File: src/hdl/sgme_pkg.sv
// ----------------------------------------------------------------------------
// sgme_pkg: shared types and constants of the spin glass Metropolis engine
// Lattice geometry, queue item layout, mode codes and the exponential table.
// ----------------------------------------------------------------------------
package sgme_pkg;

  localparam int LATTICE_X       = 64;
  localparam int LATTICE_Y       = 64;
  localparam int EXP_TABLE_DEPTH = 1024;
  localparam int COUPLING_BITS   = 16;

  localparam int SITES   = LATTICE_X * LATTICE_Y;
  localparam int SITE_W  = $clog2(SITES);
  localparam int X_W     = $clog2(LATTICE_X);
  localparam int Y_W     = $clog2(LATTICE_Y);
  localparam int K_W     = $clog2(EXP_TABLE_DEPTH);
  localparam int BOND_W  = (COUPLING_BITS < 16) ? COUPLING_BITS : 16;
  localparam int EXP_SHIFT = 26;
  localparam logic [63:0] EXP_RATIO = 64'd4228380000;

  localparam int DE_W  = 36;
  localparam int EN_W  = 48;
  localparam int MAG_W = 14;
  localparam int IN_TDATA_W  = 64;
  localparam int OUT_TDATA_W = 104;

  typedef enum logic [1:0] {
    MODE_BONDS = 2'd0,
    MODE_SPIN  = 2'd1,
    MODE_FLIP  = 2'd2,
    MODE_SWEEP = 2'd3
  } mode_t;

  typedef enum logic [0:0] {
    REG_SCALE = 1'b0,
    REG_ITEMP = 1'b1
  } reg_idx_t;

  typedef enum logic [3:0] {
    ST_CLEAR, ST_IDLE, ST_READ, ST_SUM, ST_MUL, ST_KMUL, ST_KSUM, ST_ROM,
    ST_DECIDE, ST_WB, ST_SW_RD, ST_SW_T, ST_SW_M, ST_SW_ACC, ST_SW_END, ST_RESP
  } state_t;

  typedef struct packed {
    mode_t             mode;
    logic [SITE_W-1:0] here;
    logic [SITE_W-1:0] xm;
    logic [SITE_W-1:0] xp;
    logic [SITE_W-1:0] ym;
    logic [SITE_W-1:0] yp;
    logic              spin;
    logic [15:0]       vc;
    logic [15:0]       hc;
    logic [15:0]       u;
  } q_item_t;

  typedef struct packed {
    logic             flipped;
    logic             spin_now;
    logic [DE_W-1:0]  delta_energy;
    logic [EN_W-1:0]  energy_total;
    logic [MAG_W-1:0] magnet_total;
  } result_t;

  typedef logic [16:0] exp_rom_t [EXP_TABLE_DEPTH];
  typedef logic [X_W-1:0] xmod_t [64];
  typedef logic [Y_W-1:0] ymod_t [64];

  function automatic exp_rom_t gen_exp_rom();
    exp_rom_t    rom;
    logic [63:0] p;
    logic [63:0] r;
    p = 64'd1 << 32;
    for (int k = 0; k < EXP_TABLE_DEPTH; k++) begin
      r = (p + 64'd32768) >> 16;
      rom[k] = r[16:0];
      p = (p * EXP_RATIO + (64'd1 << 31)) >> 32;
    end
    return rom;
  endfunction

  function automatic xmod_t gen_xmod();
    xmod_t t;
    for (int v = 0; v < 64; v++) t[v] = X_W'(v % LATTICE_X);
    return t;
  endfunction

  function automatic ymod_t gen_ymod();
    ymod_t t;
    for (int v = 0; v < 64; v++) t[v] = Y_W'(v % LATTICE_Y);
    return t;
  endfunction

  function automatic logic [SITE_W-1:0] site_of(logic [X_W-1:0] x, logic [Y_W-1:0] y);
    return SITE_W'(x) * SITE_W'(LATTICE_Y) + SITE_W'(y);
  endfunction

endpackage

File: src/hdl/sgme_front.sv
// ----------------------------------------------------------------------------
// sgme_front: input decode
// Folds positions onto the lattice and works out the site and its neighbors.
// ----------------------------------------------------------------------------
module sgme_front
  import sgme_pkg::*;
(
  input  logic                  in_valid,
  output logic                  in_ready,
  input  logic [1:0]            in_mode,
  input  logic [IN_TDATA_W-1:0] in_data,
  input  logic                  q_full,
  output logic                  q_push,
  output q_item_t               q_item
);

  localparam xmod_t XMOD = gen_xmod();
  localparam ymod_t YMOD = gen_ymod();

  logic [X_W-1:0] x, xm, xp;
  logic [Y_W-1:0] y, ym, yp;

  assign x  = XMOD[in_data[5:0]];
  assign y  = YMOD[in_data[11:6]];
  assign xm = (x == '0) ? X_W'(LATTICE_X - 1) : x - X_W'(1);
  assign xp = (x == X_W'(LATTICE_X - 1)) ? '0 : x + X_W'(1);
  assign ym = (y == '0) ? Y_W'(LATTICE_Y - 1) : y - Y_W'(1);
  assign yp = (y == Y_W'(LATTICE_Y - 1)) ? '0 : y + Y_W'(1);

  always_comb begin
    q_item.mode = mode_t'(in_mode);
    q_item.here = site_of(x, y);
    q_item.xm   = site_of(xm, y);
    q_item.xp   = site_of(xp, y);
    q_item.ym   = site_of(x, ym);
    q_item.yp   = site_of(x, yp);
    q_item.spin = in_data[12];
    q_item.vc   = in_data[28:13];
    q_item.hc   = in_data[44:29];
    q_item.u    = in_data[60:45];
  end

  assign in_ready = !q_full;
  assign q_push   = in_valid && !q_full;

endmodule

File: config.mk
export PLATFORM = sky130hd
export DESIGN_NAME = sgme_front
export DESIGN_NICKNAME = d
export VERILOG_FILES = /design/src/hdl/sgme_pkg.sv /design/src/hdl/sgme_front.sv
export SDC_FILE = /design/constraint.sdc
export NUM_CORES = 1
export LEC_CHECK = 0
export BUFFER_PORTS_ARGS = -buffer_cell sky130_fd_sc_hd__clkbuf_2
export CAP_MARGIN = 20
export CORE_AREA = 2 2 70 72
export DETAILED_ROUTE_END_ITERATION = 10
export DIE_AREA = 0 0 72 74
export MAX_ROUTING_LAYER = met4
export PLACE_DENSITY = 0.73
export SYNTH_ARGS = -nofsm -noshare
export SYNTH_HDL_FRONTEND = slang
export SYNTH_SLANG_ARGS = --single-unit
File: constraint.sdc
create_clock -name vclk -period 2.54
set_clock_uncertainty 0.15 [all_clocks]
set_input_delay 0.254 -clock vclk [all_inputs]
set_output_delay 0.254 -clock vclk [all_outputs]
set_load 0.1 [all_outputs]
Word-level counts from Yosys, hierarchy flattened
Memory sizes are Yosys's and may differ from the RTL's.
Index checks and enable logic that the tools add are counted.
{"block": "word_totals", "register_bits": 0, "mem_bits_ro": 768, "input_bits": 68, "out_inout_bits": 113, "elab_cells": 29, "memories": 2}
{"block": "classes", "n_addsub": 9, "order_cmp": 2, "n_eq_ne": 2, "muxes": 8, "bitwise": 2, "reduce_logical": 4}
{"name": "(name not given)", "words": 64, "word_bits": 6, "read_ports": 1, "rd_clocked_by_memory_dff": 0, "write_ports": 0, "line": "sgme_front.sv:24", "text": "assign y = YMOD[in_data[11:6]];"}
{"name": "(name not given)", "words": 64, "word_bits": 6, "read_ports": 1, "rd_clocked_by_memory_dff": 0, "write_ports": 0, "line": "sgme_front.sv:23", "text": "assign x = XMOD[in_data[5:0]];"}
{"operator": "12-bit by 6-bit adder with 12-bit output", "n": 5}
{"operator": "6-bit two-way mux", "n": 8}
{"operator": "7-bit >= comparator, second input constant", "n": 2}
{"operator": "6-bit inverter with 7-bit output", "n": 2}
{"operator": "6-bit by 1-bit adder with 6-bit output, second input constant", "n": 2}
{"operator": "6-bit == test, second input constant", "n": 2}
{"operator": "6-bit logical NOT", "n": 2}
{"operator": "6-bit by 1-bit subtractor with 6-bit output, second input constant", "n": 2}
{"operator": "1-bit logical AND", "n": 1}
{"operator": "1-bit logical NOT", "n": 1}

Logic depth before layout (Yosys ltp)
{"block": "depth", "ltp_word": 7, "mapped_depth": 6, "depth_no_buf": 5}

Worst setup path before layout
Ideal clock, no wire load.
{"block": "synth_timing", "kind": "in2out", "startpoint": "input port in_data[0]", "endpoint": "output port q_item[95] (netlist name)", "arrival_ps": 3796, "t_required_ps": 2136, "slack_ps": -1660, "cell_stages": 5, "n_path_buf": 1, "cell_sequence": "clkbuf_2 > inv_1 > ha_1 > a21oi_1 > o41ai_1"}
{"element": "start: declaration", "line": "sgme_front.sv:11", "text": "input logic [IN_TDATA_W-1:0] in_data,"}
{"element": "end: declaration", "line": "sgme_front.sv:14", "text": "output q_item_t q_item"}

==> run summary <==
Avg WL per Cell: 10.2 µm
CP endpoint kind: primary output
post-synthesis sequential area ratio: 0%
slew at the pin closest to its max-slew limit: 0.548 ns
drt first-iter violations: 10
layout cell share with drive strength beyond 1: 61.1%
WHS Path Cells: 0
Pre-antenna DRT Iters: 4
Worst EP required: 2.14 ns
Resized cells post-CTS: 0
count of input and output buffers: 76
Final Hold Viols: 0
Layout Nets: 225
vias: 900
DR DRC count: 0
antenna viol nets, final: 0
max cap viols: 0
Peak VDD IR: 0.290 mV
GRT Total Usage: 6.73%
initial antenna violation count: 0
Rel. slew slack: 63.6%
Avg Inst Size Synth: 7.11 µm²
Hold Path Class: input pin to primary output
Startpoint Class: input pin
hold_ws: 0.358 ns
Distinct cells, synth: 31
critical path arrival: 1.77 ns
Die X: 72 µm
IO Count: 181
HPWL Detailed: 1710 µm
Vias per Instance: 4.43
Area after DPL: 0.00101 mm²
fin area: 0.00101 mm²
core area: 0.00460 mm²
first-pass GRT wire length: 3020 µm
num sequential: 0
Setup TNS: 0 ns
Synth-to-Final Area Change: -12.9%
DIE HEIGHT: 74 µm
Static Leakage: 0.000572 µW
period utilization: 85.7%
total congestion overflow: 0
Initial Util: 25.2%
status: completed
Row Count: 25
critical path class: input pin to primary output
Mapped Area: 0.00116 mm²
antenna cells: 0
clock buf count: 0
final WL: 2070 µm
critical path fanouts, max: 12
vias in the first global route: 671
largest net degree at the start of global routing: 15
Ys Warns: 0
Cells after Synth: 163
Slew Limit Fails: 0
filler cell count: 512
Finish-stage setup viols: 0
Die ar.: 0.00533 mm²
power per standard cell area: 623 mW/mm²
CTS Hold Bufs: 0
gpl congestion: 0.754
register area: 0 µm²
min Tclk post-route: 2.18 ns
syn_nets: 237
Post-CTS Setup Inserts: 0
unrepaired setup endpoints after global routing: no
fmax: 459 MHz
## synth_stat cells
cell type  instances  area, µm²
a211oi_1           1       7.51
a21o_1             1       7.51
a21oi_1            5       25.0
a31oi_1            2       12.5
a32oi_1            1       8.76
a41o_1             1       10.0
a41oi_1            3       26.3
and2_1             1       6.26
and3_2             2       15.0
buf_2              1       5.00
buf_4             87        653
buf_6              1       11.3
clkbuf_2           2       10.0
ha_1               6       75.1
inv_1             11       41.3
nand2_1            7       26.3
nand3_1            4       20.0
nand3b_1           1       7.51
nand4_1            1       6.26
nor2_1             2       7.51
nor2b_1            1       6.26
nor3_1             2       10.0
nor3b_1            2       15.0
o21ai_0            4       20.0
o21bai_1           1       7.51
o31ai_1            2       15.0
o31ai_2            1       12.5
o41ai_1            2       17.5
or3_4              1       11.3
xnor2_1            5       43.8
xor2_1             2       17.5
## metal layers
layer | share of wire [%] | global-route usage, % | routed length, µm
met1 | 39 | 7.87 | 802
met5 | 0 | - | 0
met3 | 11 | 1.08 | 230
met2 | 45 | 10.9 | 933
met4 | 5.0 | 3.98 | 104
## through the flow
step | utilization [%] | setup slack [ns] | cells | power (µW)
final | 22.0 | 0.363 | 203 | 629
after CTS | 22.0 | 0.380 | 203 | 631
after detailed placement | 22.0 | 0.397 | 203 | 630
after global placement | 22.0 | 0.425 | 203 | 628
after floorplan | - | -0.346 | 163 | 962
after global routing | 22.0 | 0.189 | 203 | 649
## critical path, stage by stage
cell and delay [ns]:
clkbuf_2 0.18, inv_1 0.15, ha_1 0.22, nor3b_1 0.27
a211oi_1 0.13, a21oi_2 0.11, clkbuf_2 0.46
## logic make-up (layout without fill, tap and decap cells)
group	Yosys count	in the layout	synth area share, %
AO/OA/AOI/OAI	24	24	14.7
XOR/XNOR	7	7	5.29
adder cells (fa/ha/maj)	6	6	6.48
buffers and inverters	102	88	62.2
AND/OR/NAND/NOR	24	24	11.3
## layout by cell type (no fill, tap or decap)
master	synthesis	layout
xor2_1	2	2
o31ai_1	2	1
a41oi_2	0	2
and3_2	2	2
nor3b_1	2	2
clkbuf_2	2	75
a31oi_1	2	1
buf_4	87	2
o31ai_4	0	1
and2_1	1	1
a32oi_1	1	1
nand2_1	7	7
a31oi_2	0	1
nor2_1	2	2
a21oi_1	5	3
ha_1	6	6
o31ai_2	1	1
inv_1	11	11
nand3_1	4	4
a211oi_1	1	1
a41o_1	1	1
xnor2_2	0	2
or3_4	1	1
o21ai_0	4	2
nand3b_1	1	1
nor2b_1	1	1
a21o_1	1	1
nor3_1	2	2
a41oi_1	3	1
a21oi_2	0	2
xnor2_1	5	3
o41ai_2	0	2
nand4_1	1	1
o21bai_1	1	1
o21ai_1	0	2
## power by group
part | internal (µW) | switching, µW | leakage [µW]
Clock | 0 | 0 | 0
Sequential | 0 | 0 | 0
Combinational | 79.4 | 549 | 0.000572
Total | 79.4 | 549 | 0.000572
## final timing paths
path,from,to,slack (ns)
worst min-delay path,in_data[58],q_item[13],0.36
worst max-delay path,in_data[0],q_item[93],0.36
## layout make-up
class / instances / area [µm²] / share of cell area, %
inverter: 11 / 41.3 / 4.09
multi-input combinational: 61 / 510 / 50.6
tap: 54 / 67.6 / 6.69
timing repair buffer: 77 / 390 / 38.7
Note: power is estimated with default switching activity, not from simulation.
