==> src/hdl/sgme_pkg.sv <==
// ----------------------------------------------------------------------------
// sgme_pkg: shared types and constants of the spin glass Metropolis engine
// Lattice geometry, queue item layout, mode codes and the exponential table.
// ----------------------------------------------------------------------------
package sgme_pkg;

  localparam int LATTICE_X       = 64;
  localparam int LATTICE_Y       = 64;
  localparam int EXP_TABLE_DEPTH = 1024;
  localparam int COUPLING_BITS   = 16;

  localparam int SITES   = LATTICE_X * LATTICE_Y;
  localparam int SITE_W  = $clog2(SITES);
  localparam int X_W     = $clog2(LATTICE_X);
  localparam int Y_W     = $clog2(LATTICE_Y);
  localparam int K_W     = $clog2(EXP_TABLE_DEPTH);
  localparam int BOND_W  = (COUPLING_BITS < 16) ? COUPLING_BITS : 16;
  localparam int EXP_SHIFT = 26;
  localparam logic [63:0] EXP_RATIO = 64'd4228380000;

  localparam int DE_W  = 36;
  localparam int EN_W  = 48;
  localparam int MAG_W = 14;
  localparam int IN_TDATA_W  = 64;
  localparam int OUT_TDATA_W = 104;

  typedef enum logic [1:0] {
    MODE_BONDS = 2'd0,
    MODE_SPIN  = 2'd1,
    MODE_FLIP  = 2'd2,
    MODE_SWEEP = 2'd3
  } mode_t;

  typedef enum logic [0:0] {
    REG_SCALE = 1'b0,
    REG_ITEMP = 1'b1
  } reg_idx_t;

  typedef enum logic [3:0] {
    ST_CLEAR, ST_IDLE, ST_READ, ST_SUM, ST_MUL, ST_KMUL, ST_KSUM, ST_ROM,
    ST_DECIDE, ST_WB, ST_SW_RD, ST_SW_T, ST_SW_M, ST_SW_ACC, ST_SW_END, ST_RESP
  } state_t;

  typedef struct packed {
    mode_t             mode;
    logic [SITE_W-1:0] here;
    logic [SITE_W-1:0] xm;
    logic [SITE_W-1:0] xp;
    logic [SITE_W-1:0] ym;
    logic [SITE_W-1:0] yp;
    logic              spin;
    logic [15:0]       vc;
    logic [15:0]       hc;
    logic [15:0]       u;
  } q_item_t;

  typedef struct packed {
    logic             flipped;
    logic             spin_now;
    logic [DE_W-1:0]  delta_energy;
    logic [EN_W-1:0]  energy_total;
    logic [MAG_W-1:0] magnet_total;
  } result_t;

  typedef logic [16:0] exp_rom_t [EXP_TABLE_DEPTH];
  typedef logic [X_W-1:0] xmod_t [64];
  typedef logic [Y_W-1:0] ymod_t [64];

  function automatic exp_rom_t gen_exp_rom();
    exp_rom_t    rom;
    logic [63:0] p;
    logic [63:0] r;
    p = 64'd1 << 32;
    for (int k = 0; k < EXP_TABLE_DEPTH; k++) begin
      r = (p + 64'd32768) >> 16;
      rom[k] = r[16:0];
      p = (p * EXP_RATIO + (64'd1 << 31)) >> 32;
    end
    return rom;
  endfunction

  function automatic xmod_t gen_xmod();
    xmod_t t;
    for (int v = 0; v < 64; v++) t[v] = X_W'(v % LATTICE_X);
    return t;
  endfunction

  function automatic ymod_t gen_ymod();
    ymod_t t;
    for (int v = 0; v < 64; v++) t[v] = Y_W'(v % LATTICE_Y);
    return t;
  endfunction

  function automatic logic [SITE_W-1:0] site_of(logic [X_W-1:0] x, logic [Y_W-1:0] y);
    return SITE_W'(x) * SITE_W'(LATTICE_Y) + SITE_W'(y);
  endfunction

endpackage

==> src/hdl/sgme_queue.sv <==
// ----------------------------------------------------------------------------
// sgme_queue: two-entry command queue
// Parts the front decode from the back execution unit.
// ----------------------------------------------------------------------------
module sgme_queue
  import sgme_pkg::*;
(
  input  logic    clk,
  input  logic    rst_n,
  input  logic    push,
  input  q_item_t push_item,
  output logic    full,
  input  logic    pop,
  output logic    empty,
  output q_item_t head
);

  q_item_t    mem_r [2];
  logic       wp_r, rp_r;
  logic [1:0] cnt_r;

  assign full  = (cnt_r == 2'd2);
  assign empty = (cnt_r == 2'd0);
  assign head  = mem_r[rp_r];

  always_ff @(posedge clk) begin
    if (push) mem_r[wp_r] <= push_item;
  end

  always_ff @(posedge clk) begin
    if (!rst_n) begin
      wp_r  <= 1'b0;
      rp_r  <= 1'b0;
      cnt_r <= 2'd0;
    end else begin
      if (push) wp_r <= !wp_r;
      if (pop)  rp_r <= !rp_r;
      if (push && !pop)      cnt_r <= cnt_r + 2'd1;
      else if (pop && !push) cnt_r <= cnt_r - 2'd1;
    end
  end

endmodule

==> config.mk <==
export PLATFORM = sky130hd
export DESIGN_NAME = sgme_queue
export DESIGN_NICKNAME = d
export VERILOG_FILES = /design/src/hdl/sgme_pkg.sv /design/src/hdl/sgme_queue.sv
export SDC_FILE = /design/constraint.sdc
export NUM_CORES = 1
export LEC_CHECK = 0
export ABC_AREA = 1
export BUFFER_PORTS_ARGS = -buffer_cell sky130_fd_sc_hd__buf_4
export CELL_PAD_IN_SITES_DETAIL_PLACEMENT = 2
export CELL_PAD_IN_SITES_GLOBAL_PLACEMENT = 2
export CORE_ASPECT_RATIO = 0.7
export CORE_MARGIN = 10
export CORE_UTILIZATION = 39
export CTS_BUF_LIST = sky130_fd_sc_hd__clkbuf_8
export CTS_CLUSTER_DIAMETER = 150
export DETAILED_ROUTE_END_ITERATION = 8
export PLACE_DENSITY_LB_ADDON = 0.1
export SLEW_MARGIN = 20
export SYNTH_ARGS = -nofsm -noshare
export SYNTH_HDL_FRONTEND = slang
export SYNTH_SLANG_ARGS = --single-unit
==> constraint.sdc <==
create_clock -name clk -period 7.75 [get_ports clk]
set_input_delay 1.9375 -clock clk [delete_from_list [all_inputs] [get_ports clk]]
set_output_delay 1.9375 -clock clk [all_outputs]
set_load 0.02 [all_outputs]
**Yosys cells after proc, flatten, opt, wreduce, memory -nomap -nowiden**

Memory sizes are Yosys's and may differ from the RTL's. A register that Yosys moved wholly into a read port is not among the register bits.
Index checks and enable logic that the tools add are counted.

- Flip-flop bits (word level): 4
- Bits in writable memories: 222
- Logic and storage cells: 21
- Memories kept: 1

- Add/subtract/negate cells: 2
- Eq/ne operators: 1
- Mux-type cells: 6
- Reductions and logical operators: 8

Memories:

| memory | depth | width | rd ports | clocked after Yosys merged registers in | write ports | RTL line | source |
|---|---|---|---|---|---|---|---|
| mem_r | 2 | 111 | 1 | 1 | 1 | sgme_queue.sv:18 | `q_item_t mem_r [2];` |

Operators by type and width:

| kind | number |
|---|---|
| 1-bit zero test | 4 |
| 1-bit two-way mux | 4 |
| 2-bit two-way mux | 2 |
| 2-bit by 1-bit adder with 2-bit output (second input constant) | 1 |
| 2-bit == test (second input constant) | 1 |
| 1-bit logical AND | 2 |
| 2-bit zero test | 1 |
| 2-bit nonzero test | 1 |
| 2-bit by 1-bit subtractor with 2-bit output (second input constant) | 1 |

**Longest topological paths before layout**

Gate-level depths: netlist of run 1.

- Depth after elaboration: 4
- Gate-level depth with buffers: 8
- Mapped depth without buffers: 8

**Worst setup path before layout of run 1**

OpenSTA, ideal clock, no wires.

- Kind: input to register
- From: input port push
- To: memory mem_r[0][0] in the netlist's numbering, enable pin
- Library setup time: 0.585 ns
- Arrival: 6.622 ns
- Data required time: 7.165 ns
- Setup slack: 0.543 ns
- Stages on the path: 2
- Path through: inv_1 > nor2_1

- Longest elaborated chain between the ends: 2

RTL lines:

| element | RTL line | source |
|---|---|---|
| start: declaration | sgme_queue.sv:10 | `input logic push,` |
| 1-bit two-way mux | sgme_queue.sv:27 | `if (push) mem_r[wp_r] <= push_item;` |
| 1-bit two-way mux (implied by the code) | sgme_queue.sv:27 |  |
| end: declaration | sgme_queue.sv:18 |  |

No other way between the ends.

==> results of run 1 <==
==> layer usage <==
| metal | wire length (um) | part of all wire (%) |
|---|---|---|
| met1 | 8370 | 40 |
| met2 | 10400 | 50 |
| met3 | 1830 | 8.8 |
| met4 | 276 | 1.3 |
| met5 | 0 | 0 |
==> state kept, by name, summed over array words and instances (netlist names), named ones only <==
name,flops
rp_r,1
wp_r,1
mem_r,222
cnt_r,2
==> cell usage after synthesis <==
library cell,count,share of area (%)
o21ai_0,1,0.060
dfxtp_1,5,1.2
buf_6,10,1.4
edfxtp_1,222,81
nor2_1,9,0.41
nand4_1,1,0.076
nand3_1,1,0.060
buf_2,2,0.12
a21oi_1,1,0.060
ha_1,1,0.15
inv_1,8,0.36
nand2_1,8,0.36
mux2_2,111,15
==> worst min-delay path, delay by kind of cell (launching register included) <==
kind             cells  cell delay, ns
and+or+nand+nor      2            0.14
DFF                  1            0.33
==> area by class of cell <==
class	count	area [um^2]	area share, %
repair buffers	231	1730	15.9
clock inverters	25	98.8	0.906
inverters	8	32.5	0.298
multi-input cells	133	1360	12.4
well taps	276	345	3.16
clock buffers	42	578	5.30
flip-flops and latches	227	6770	62.0
==> through the flow <==
step                util [%]  setup WS (ns)  hold WS (ns)  instances  power (mW)
finish                  52.4           3.08         0.513        942        2.72
global route            52.4           2.86         0.560        942        2.85
CTS                     52.4           2.99         0.529        942        2.77
detailed placement      49.2           3.53         0.516        875        1.82
global placement        49.2           3.55         0.478        875        1.80
floorplan                  -          0.543         0.463        380        1.65
==> kinds of logic after synthesis <==
logic type / after synthesis / share of synthesized area, %
muxes: 111 / 15.1
DFF: 227 / 81.9
buffers and inverters: 20 / 1.85
AOI/OAI and AO/OA: 2 / 0.121
adders and majority gates: 1 / 0.151
and+or+nand+nor: 19 / 0.908
==> power breakdown <==
part           switching (mW)  leakage (nW)  internal, mW
registers              0.0249          2.13          1.42
logic                   0.179          1.62         0.156
clock network           0.440         0.402         0.494
==> worst paths after layout <==
check                           cells after the start  slack (ns)      from           end
worst max-delay path                                3        3.08  register      head[80]
worst min-delay path                                2        0.51      rp_r      register
worst max register to register                      3        5.49      wp_r  mem_r[1][35]
worst min register to register                      2        0.51      rp_r      register
==> flow_metrics.tcl, run 1 <==
set metrics [dict create \
    startpoint_type "register" \
    syn_nets 496 \
    totalWireLength_mm 20.9 \
    fin_skew_ns 0.0169 \
    yosys_warnings 0 \
    crit_required_ns 5.81 \
    dp_hpwl_mm 14.6 \
    fin_area_um2 10900 \
    die_y_um 142 \
    postCtsSetupRepairBufs 0 \
    grt_util_met3_pct 6.59 \
    crit_type "register to primary output" \
    grt_max_degree 73 \
    cts_buffers 37 \
    area_growth_pct 32.0 \
    boundaryPins 228 \
    worstPathMaxFanout 56 \
    antenna_found_initial 0 \
    die_w_um 194 \
    grt_pass1_wl_mm 31.9 \
    hold_viol 0 \
    h-tree-depth 2 \
    synth_cell_type_count 13 \
    firstDrtPassIters 4 \
    crit_arrival_ns 2.73 \
    cts_root_buffer "clkbuf_8" \
    final_common_cell "buf_4" \
    tns_ns 0 \
    clk_latency_ns 0.50 \
    min_period_ns 4.67 \
    use_met1_pct 17.3 \
    max_stage_delay_ns 0.85 \
    fmax_mhz 214 \
    synthesis.area_um2 8270 \
    rows 44 \
    portBuffers 227 \
    diodes 0 \
    cpMostUsedCell "buf_4" \
    grt_pass1_vias 5197 \
    drcViolationCount 0 \
    vias_per_cell 4.68 \
    worst_pin_slew_ns 1.03 \
    start_util_pct 39.7 \
    status "completed" \
    syn_area_per_cell_um2 21.8 \
    place_congestion 0.751 \
    drive_gt1_share_pct 58.4 \
    cp_num_buf_inv 2 \
    slew_headroom_pct 31.2 \
    seq_area_frac_synth_pct 81.9 \
    maxSlewViolCount 0 \
    clk_path_buf_depth 3 \
    cts_tree "yes" \
    clock-sinks 227 \
    layout_common_cells "buf_4, edfxtp_1, mux2_2, clkbuf_8, inv_1" \
    gr-usage-met2_pct 24.7 \
    postSynthRegisterBits 227 \
    vdd_ir_drop_max_mv 0.140 \
    busiest_layer "met2" \
    rsz0062_at_grt "false" \
    p_per_area_nw_per_um2 249 \
    p_leak_nw 4.15 \
    critical_path.cell_chain "buf_4 > mux2_2 > buf_4" \
    cts_hold_buf 0 \
    grt.total_usage_pct 14.9 \
    cts_resized 0 \
    drtIter0Drc 164 \
    fillers 1853 \
    dieArea_um2 27500 \
    layout.nets 754 \
    hold_path_class "register to register" \
    max-cap-violations 0 \
    path_clk_slew_ns 0.05 \
    post_drt_wl_per_cell_um 22.2 \
    synth_cells 380 \
    vias 4405 \
    core_area_um2 20800 \
    antenna_left 0 \
    cpMaxStageDelayCell "dfxtp_4" \
    setup_viol 0 \
    endpoint_kind "primary output" \
    period_share_pct 60.3 \
    post_dp_cell_area_um2 10200 \
    critPathTopFamily "buffers and inverters" \
    overflow 0 \
]
No activity file was read; power rests on OpenSTA's default activity.
==> inputs of run 2 (changes only) <==
clock period = 4.6 ns   (was 7.75 ns; I/O delays follow)
==> run 2 against run 1 <==
Register-to-register slack got worse by 2.7 ns. Cell area hardly changed. Global-route usage is 1.2 points higher. Highest routed layer is now met5. Sequential power is 68% higher. Sequential share of layout area barely moved. Wire length grew 8.6%. Hold slack improved by 0.0088 ns. Largest power group unchanged. Flip-flop and latch count stayed put.
==> flow_metrics.tcl, run 2 (synthesized netlist as in run 1, its figures left out) <==
set metrics [dict create \
    clock-sinks 227 \
    boundaryPins 228 \
    met3WireLength_mm 1.99 \
    worst_pin_slew_ns 1.03 \
    endpoint_kind "primary output" \
    reg2reg_to "mem_r[1][104]" \
    grt_max_degree 75 \
    crit_required_ns 3.45 \
    p_int_mw 3.44 \
    r2r_cells 3 \
    hold-path-endpoint "rp_r" \
    fin_skew_ns 0.0212 \
    swShare_pct 24.5 \
    rsz0062_at_grt "false" \
    fmax_mhz 298 \
    crit_type "register to primary output" \
    postCtsSetupRepairBufs 0 \
    cp_num_cells 3 \
    clockPowerShare_pct 33.9 \
    grt_pass1_wl_mm 33.5 \
    hold_depth 2 \
    p_leak_nw 4.15 \
    cts_hold_buf 0 \
    power_frac_comb_pct 12.7 \
    cts_tree "yes" \
    antenna_found_initial 2 \
    drive_gt1_share_pct 58.1 \
    wl_met1_mm 9.08 \
    rows 44 \
    vias 4423 \
    portBuffers 227 \
    worstReg2RegStart "wp_r" \
    seq_power_share_pct 53.4 \
    post_drt_wl_per_cell_um 24.1 \
    top_layer_used "met5" \
    clk_path_buf_depth 3 \
    firstDrtPassIters 4 \
    cts_root_buffer "clkbuf_8" \
    worstHoldStart "rp_r" \
    min_period_ns 3.36 \
    layout_common_cells "buf_4, edfxtp_1, mux2_2, clkbuf_8, inv_1" \
    max_stage_delay_ns 0.64 \
    totalWireLength_mm 22.7 \
    largestRegisters "mem_r (222), cnt_r (2)" \
    critical_path.cell_chain "buf_4 > mux2_2 > buf_4" \
    overflow 0 \
    clk_latency_ns 0.52 \
    largest-register "mem_r" \
    path_clk_slew_ns 0.06 \
    grt.total_usage_pct 16.0 \
    cpMostUsedCell "buf_4" \
    fin_hold_ws_ns 0.522 \
    max-cap-violations 0 \
    p_per_area_nw_per_um2 418 \
    maxSlewViolCount 0 \
    dieArea_um2 27500 \
    cts_resized 0 \
    core_area_um2 20800 \
    die_y_um 142 \
    fin_area_um2 10900 \
    cpMaxStageDelayCell "dfxtp_4" \
    area_growth_pct 32.0 \
    drcViolationCount 0 \
    status "completed" \
    layout.nets 755 \
    critPathTopFamily "flip-flops" \
    cts_buffers 37 \
    vdd_ir_drop_max_mv 0.292 \
    post_dp_cell_area_um2 10300 \
    hold_viol 0 \
    final_common_cell "buf_4" \
    place_congestion 0.702 \
    crit_arrival_ns 2.21 \
    period_share_pct 73.0 \
    die_w_um 194 \
    cp_num_buf_inv 2 \
    worstPathMaxFanout 32 \
    start_util_pct 39.7 \
    r2r_slack_ns 2.80 \
    h-tree-depth 2 \
    largest_reg_flops 222 \
    vias_per_cell 4.69 \
    grt_pass1_vias 5183 \
    tns_ns 0 \
    hold_path_class "register to register" \
    wl_met2_mm 11.2 \
    startpoint_type "register" \
    setup_viol 0 \
    dp_hpwl_mm 16.4 \
    antenna_left 0 \
    drtIter0Drc 242 \
    p_sw_mw 1.12 \
    slew_headroom_pct 31.6 \
]
==> run 2: changes by cell type in the layout (fill, tap and decap cells not counted) <==
cell,delta
buf_12,+2
buf_4,-1
clkbuf_8,-3
clkinv_1,-1
inv_1,+3
diode_2,+1
==> run 2: stage by stage <==
step                      power (mW)  instances  worst slack [ns]  util, %
after global routing            4.78        942              1.12     52.4
after detailed placement        3.07        876              1.72     49.4
after floorplan                 2.77        380             0.113        -
after global placement          3.04        876              1.79     49.4
after CTS                       4.64        942              1.16     52.4
final                           4.56        943              1.24     52.5
==> run 2: layer usage <==
metal | global-route usage [%] | vias up
met1 | 18.7 | 2213
met5 | 0 | -
met3 | 6.85 | 37
met4 | 4.12 | 2
met2 | 26.8 | 161
li1 | - | 2010
==> run 2: power groups by stage <==
stage | combinational [mW] | clock [mW] | sequential (mW)
6_report | 0.578 | 1.55 | 2.44
5_1_grt | 0.621 | 1.71 | 2.45
4_1_cts | 0.595 | 1.61 | 2.44
2_1_floorplan | 0.308 | 0 | 2.46
3_5_place_dp | 0.592 | 0 | 2.48
3_3_place_gp | 0.569 | 0 | 2.47
==> run 2: worst max-delay path by stage <==
stage,startpoint,end,slack [ns]
floorplan,push,mem_r[0][0],0.11
global placement,register,head[109],1.79
detailed placement,register,head[66],1.72
CTS,register,head[66],1.16
global route,register,head[66],1.12
finish,register,head[66],1.24
==> run 2: worst register-to-register path, delay by kind of cell, from the launching register on <==
family	cells	cell delay [ns]
buffers and inverters	2	0.88
flip-flops	1	0.39
AND/OR/NAND/NOR	1	0.13
==> run 2: layout make-up <==
type	instances	area (um^2)
Antenna cell	1	2.50
Clock buffer	39	537
Clock inverter	27	106
Fill cell	1888	9890
Inverter	8	32.5
Multi-Input combinational cell	133	1360
Sequential cell	227	6770
Tap cell	276	345
Timing Repair Buffer	232	1770
==> inputs of run 3 (changes only) <==
CORE_UTILIZATION = 35   (was 39)
clock period = 2.8 ns   (was 4.6 ns; I/O delays follow)
==> run 3 against run 2 <==
First-iteration DRC count is 34% lower. Clock skew is 0.0056 ns lower. Flip-flop and latch count stayed put. Clock power is 67% higher.
==> flow_metrics.tcl, run 3 (synthesized netlist as in run 1, its figures left out) <==
set metrics [dict create \
    cts_tree "yes" \
    critical_path.cell_chain "buf_12 > mux2_2 > buf_4" \
    boundaryPins 228 \
    period_share_pct 89.3 \
    h-tree-depth 2 \
    r2r_slack_ns 1.30 \
    grt_pass1_wl_mm 32.1 \
    layout.nets 757 \
    grt.total_usage_pct 14.0 \
    min_period_ns 2.50 \
    cts_buffers 38 \
    die_y_um 149 \
    core_area_um2 23000 \
    setup_viol 0 \
    reg2reg_to "mem_r[1][21]" \
    max_stage_delay_ns 0.42 \
    hold_viol 0 \
    tns_ns 0 \
    final_common_cell "buf_4" \
    grt_pass1_vias 5074 \
    post-place-ws_ns 0.812 \
    antenna_found_initial 2 \
    p_int_mw 5.72 \
    start_util_pct 36.0 \
    place_congestion 0.707 \
    postCtsSetupRepairBufs 0 \
    path_clk_slew_ns 0.06 \
    slew_headroom_pct 58.7 \
    firstDrtPassIters 4 \
    p_sw_mw 1.82 \
    clk_path_buf_depth 3 \
    cts_resized 0 \
    vias 4413 \
    p_leak_nw 4.18 \
    vias_per_cell 4.50 \
    fin_skew_ns 0.0156 \
    drcViolationCount 0 \
    hold_path_class "input pin to register" \
    cp_num_buf_inv 2 \
    post_drt_wl_per_cell_um 22.0 \
    seq_power_share_pct 52.8 \
    fin_hold_ws_ns 0.363 \
    overflow 0 \
    cts_hold_buf 0 \
    r2r_cells 3 \
    critPathTopFamily "buffers and inverters" \
    drtIter0Drc 160 \
    maxSlewViolCount 0 \
    vdd_ir_drop_max_mv 0.443 \
    dp_hpwl_mm 15.2 \
    status "completed" \
    largest_reg_flops 222 \
    worst_pin_slew_ns 0.619 \
    crit_required_ns 2.10 \
    fin_ws_ns 0.300 \
    rsz0062_at_grt "false" \
    fillers 2104 \
    grt_max_degree 69 \
    layout_common_cells "buf_4, edfxtp_1, mux2_2, clkbuf_8, inv_1" \
    hold_depth 1 \
    rows 46 \
    crit_arrival_ns 1.80 \
    hold-path-endpoint "mem_r[0][86]" \
    cts_root_buffer "clkbuf_8" \
    dieArea_um2 30300 \
    area_growth_pct 33.4 \
    cpMaxStageDelayCell "mux2_2" \
    clock-sinks 227 \
    antenna_left 0 \
    clockPowerShare_pct 34.4 \
    swShare_pct 24.1 \
    endpoint_kind "primary output" \
    crit_type "register to primary output" \
    max-cap-violations 0 \
    startpoint_type "register" \
    p_per_area_nw_per_um2 684 \
    largestRegisters "mem_r (222), cnt_r (2)" \
    worstPathMaxFanout 61 \
    portBuffers 227 \
    largest-register "mem_r" \
    drive_gt1_share_pct 58.6 \
    clk_latency_ns 0.52 \
    die_w_um 204 \
    totalWireLength_mm 21.6 \
    worstHoldStart "push_item[86]" \
    fmax_mhz 400 \
    power_frac_comb_pct 12.9 \
    worstReg2RegStart "wp_r" \
]
run 3: power groups by stage:
stage	Sequential, mW	Clock, mW	Combinational (mW)
floorplan	4.04	0	0.507
global placement	4.04	0	0.967
detailed placement	4.06	0	0.994
CTS	3.98	2.70	0.998
global route	4.00	2.87	1.04
finish	3.98	2.59	0.969
run 3: cell type report:
type                            count  area (um^2)  area share (%)
Sequential cell                   227         6770            61.4
Timing Repair Buffer              233         1810            16.4
Multi-Input combinational cell    133         1360            12.3
Clock buffer                       41          564            5.12
Tap cell                          312          390            3.54
Clock inverter                     25         96.3           0.874
Inverter                            8         33.8           0.306
Antenna cell                        1         2.50          0.0227
run 3: worst max path at each step:
stage | to | cells after the start
after floorplan | mem_r[1][0] | 2
after global placement | head[98] | 3
after detailed placement | head[98] | 3
after CTS | head[98] | 3
after global routing | head[98] | 3
final | head[98] | 3
run 3: metal layers:
layer / global-route usage, % / wire length (um) / share of wire, %
met5: 0 / 18 / 0.083
met4: 4.02 / 308 / 1.4
met3: 5.38 / 1730 / 8.0
met2: 21.7 / 10200 / 47
met1: 17.8 / 9360 / 43
run 3: per-stage QoR:
stage / total power [mW] / utilization [%] / instances / area (um^2)
floorplan: 4.55 / - / 380 / 8280
global placement: 5.01 / 45.1 / 913 / 10400
detailed placement: 5.05 / 45.1 / 913 / 10400
CTS: 7.69 / 48.0 / 979 / 11000
global route: 7.91 / 48.0 / 979 / 11000
finish: 7.54 / 48.0 / 980 / 11000
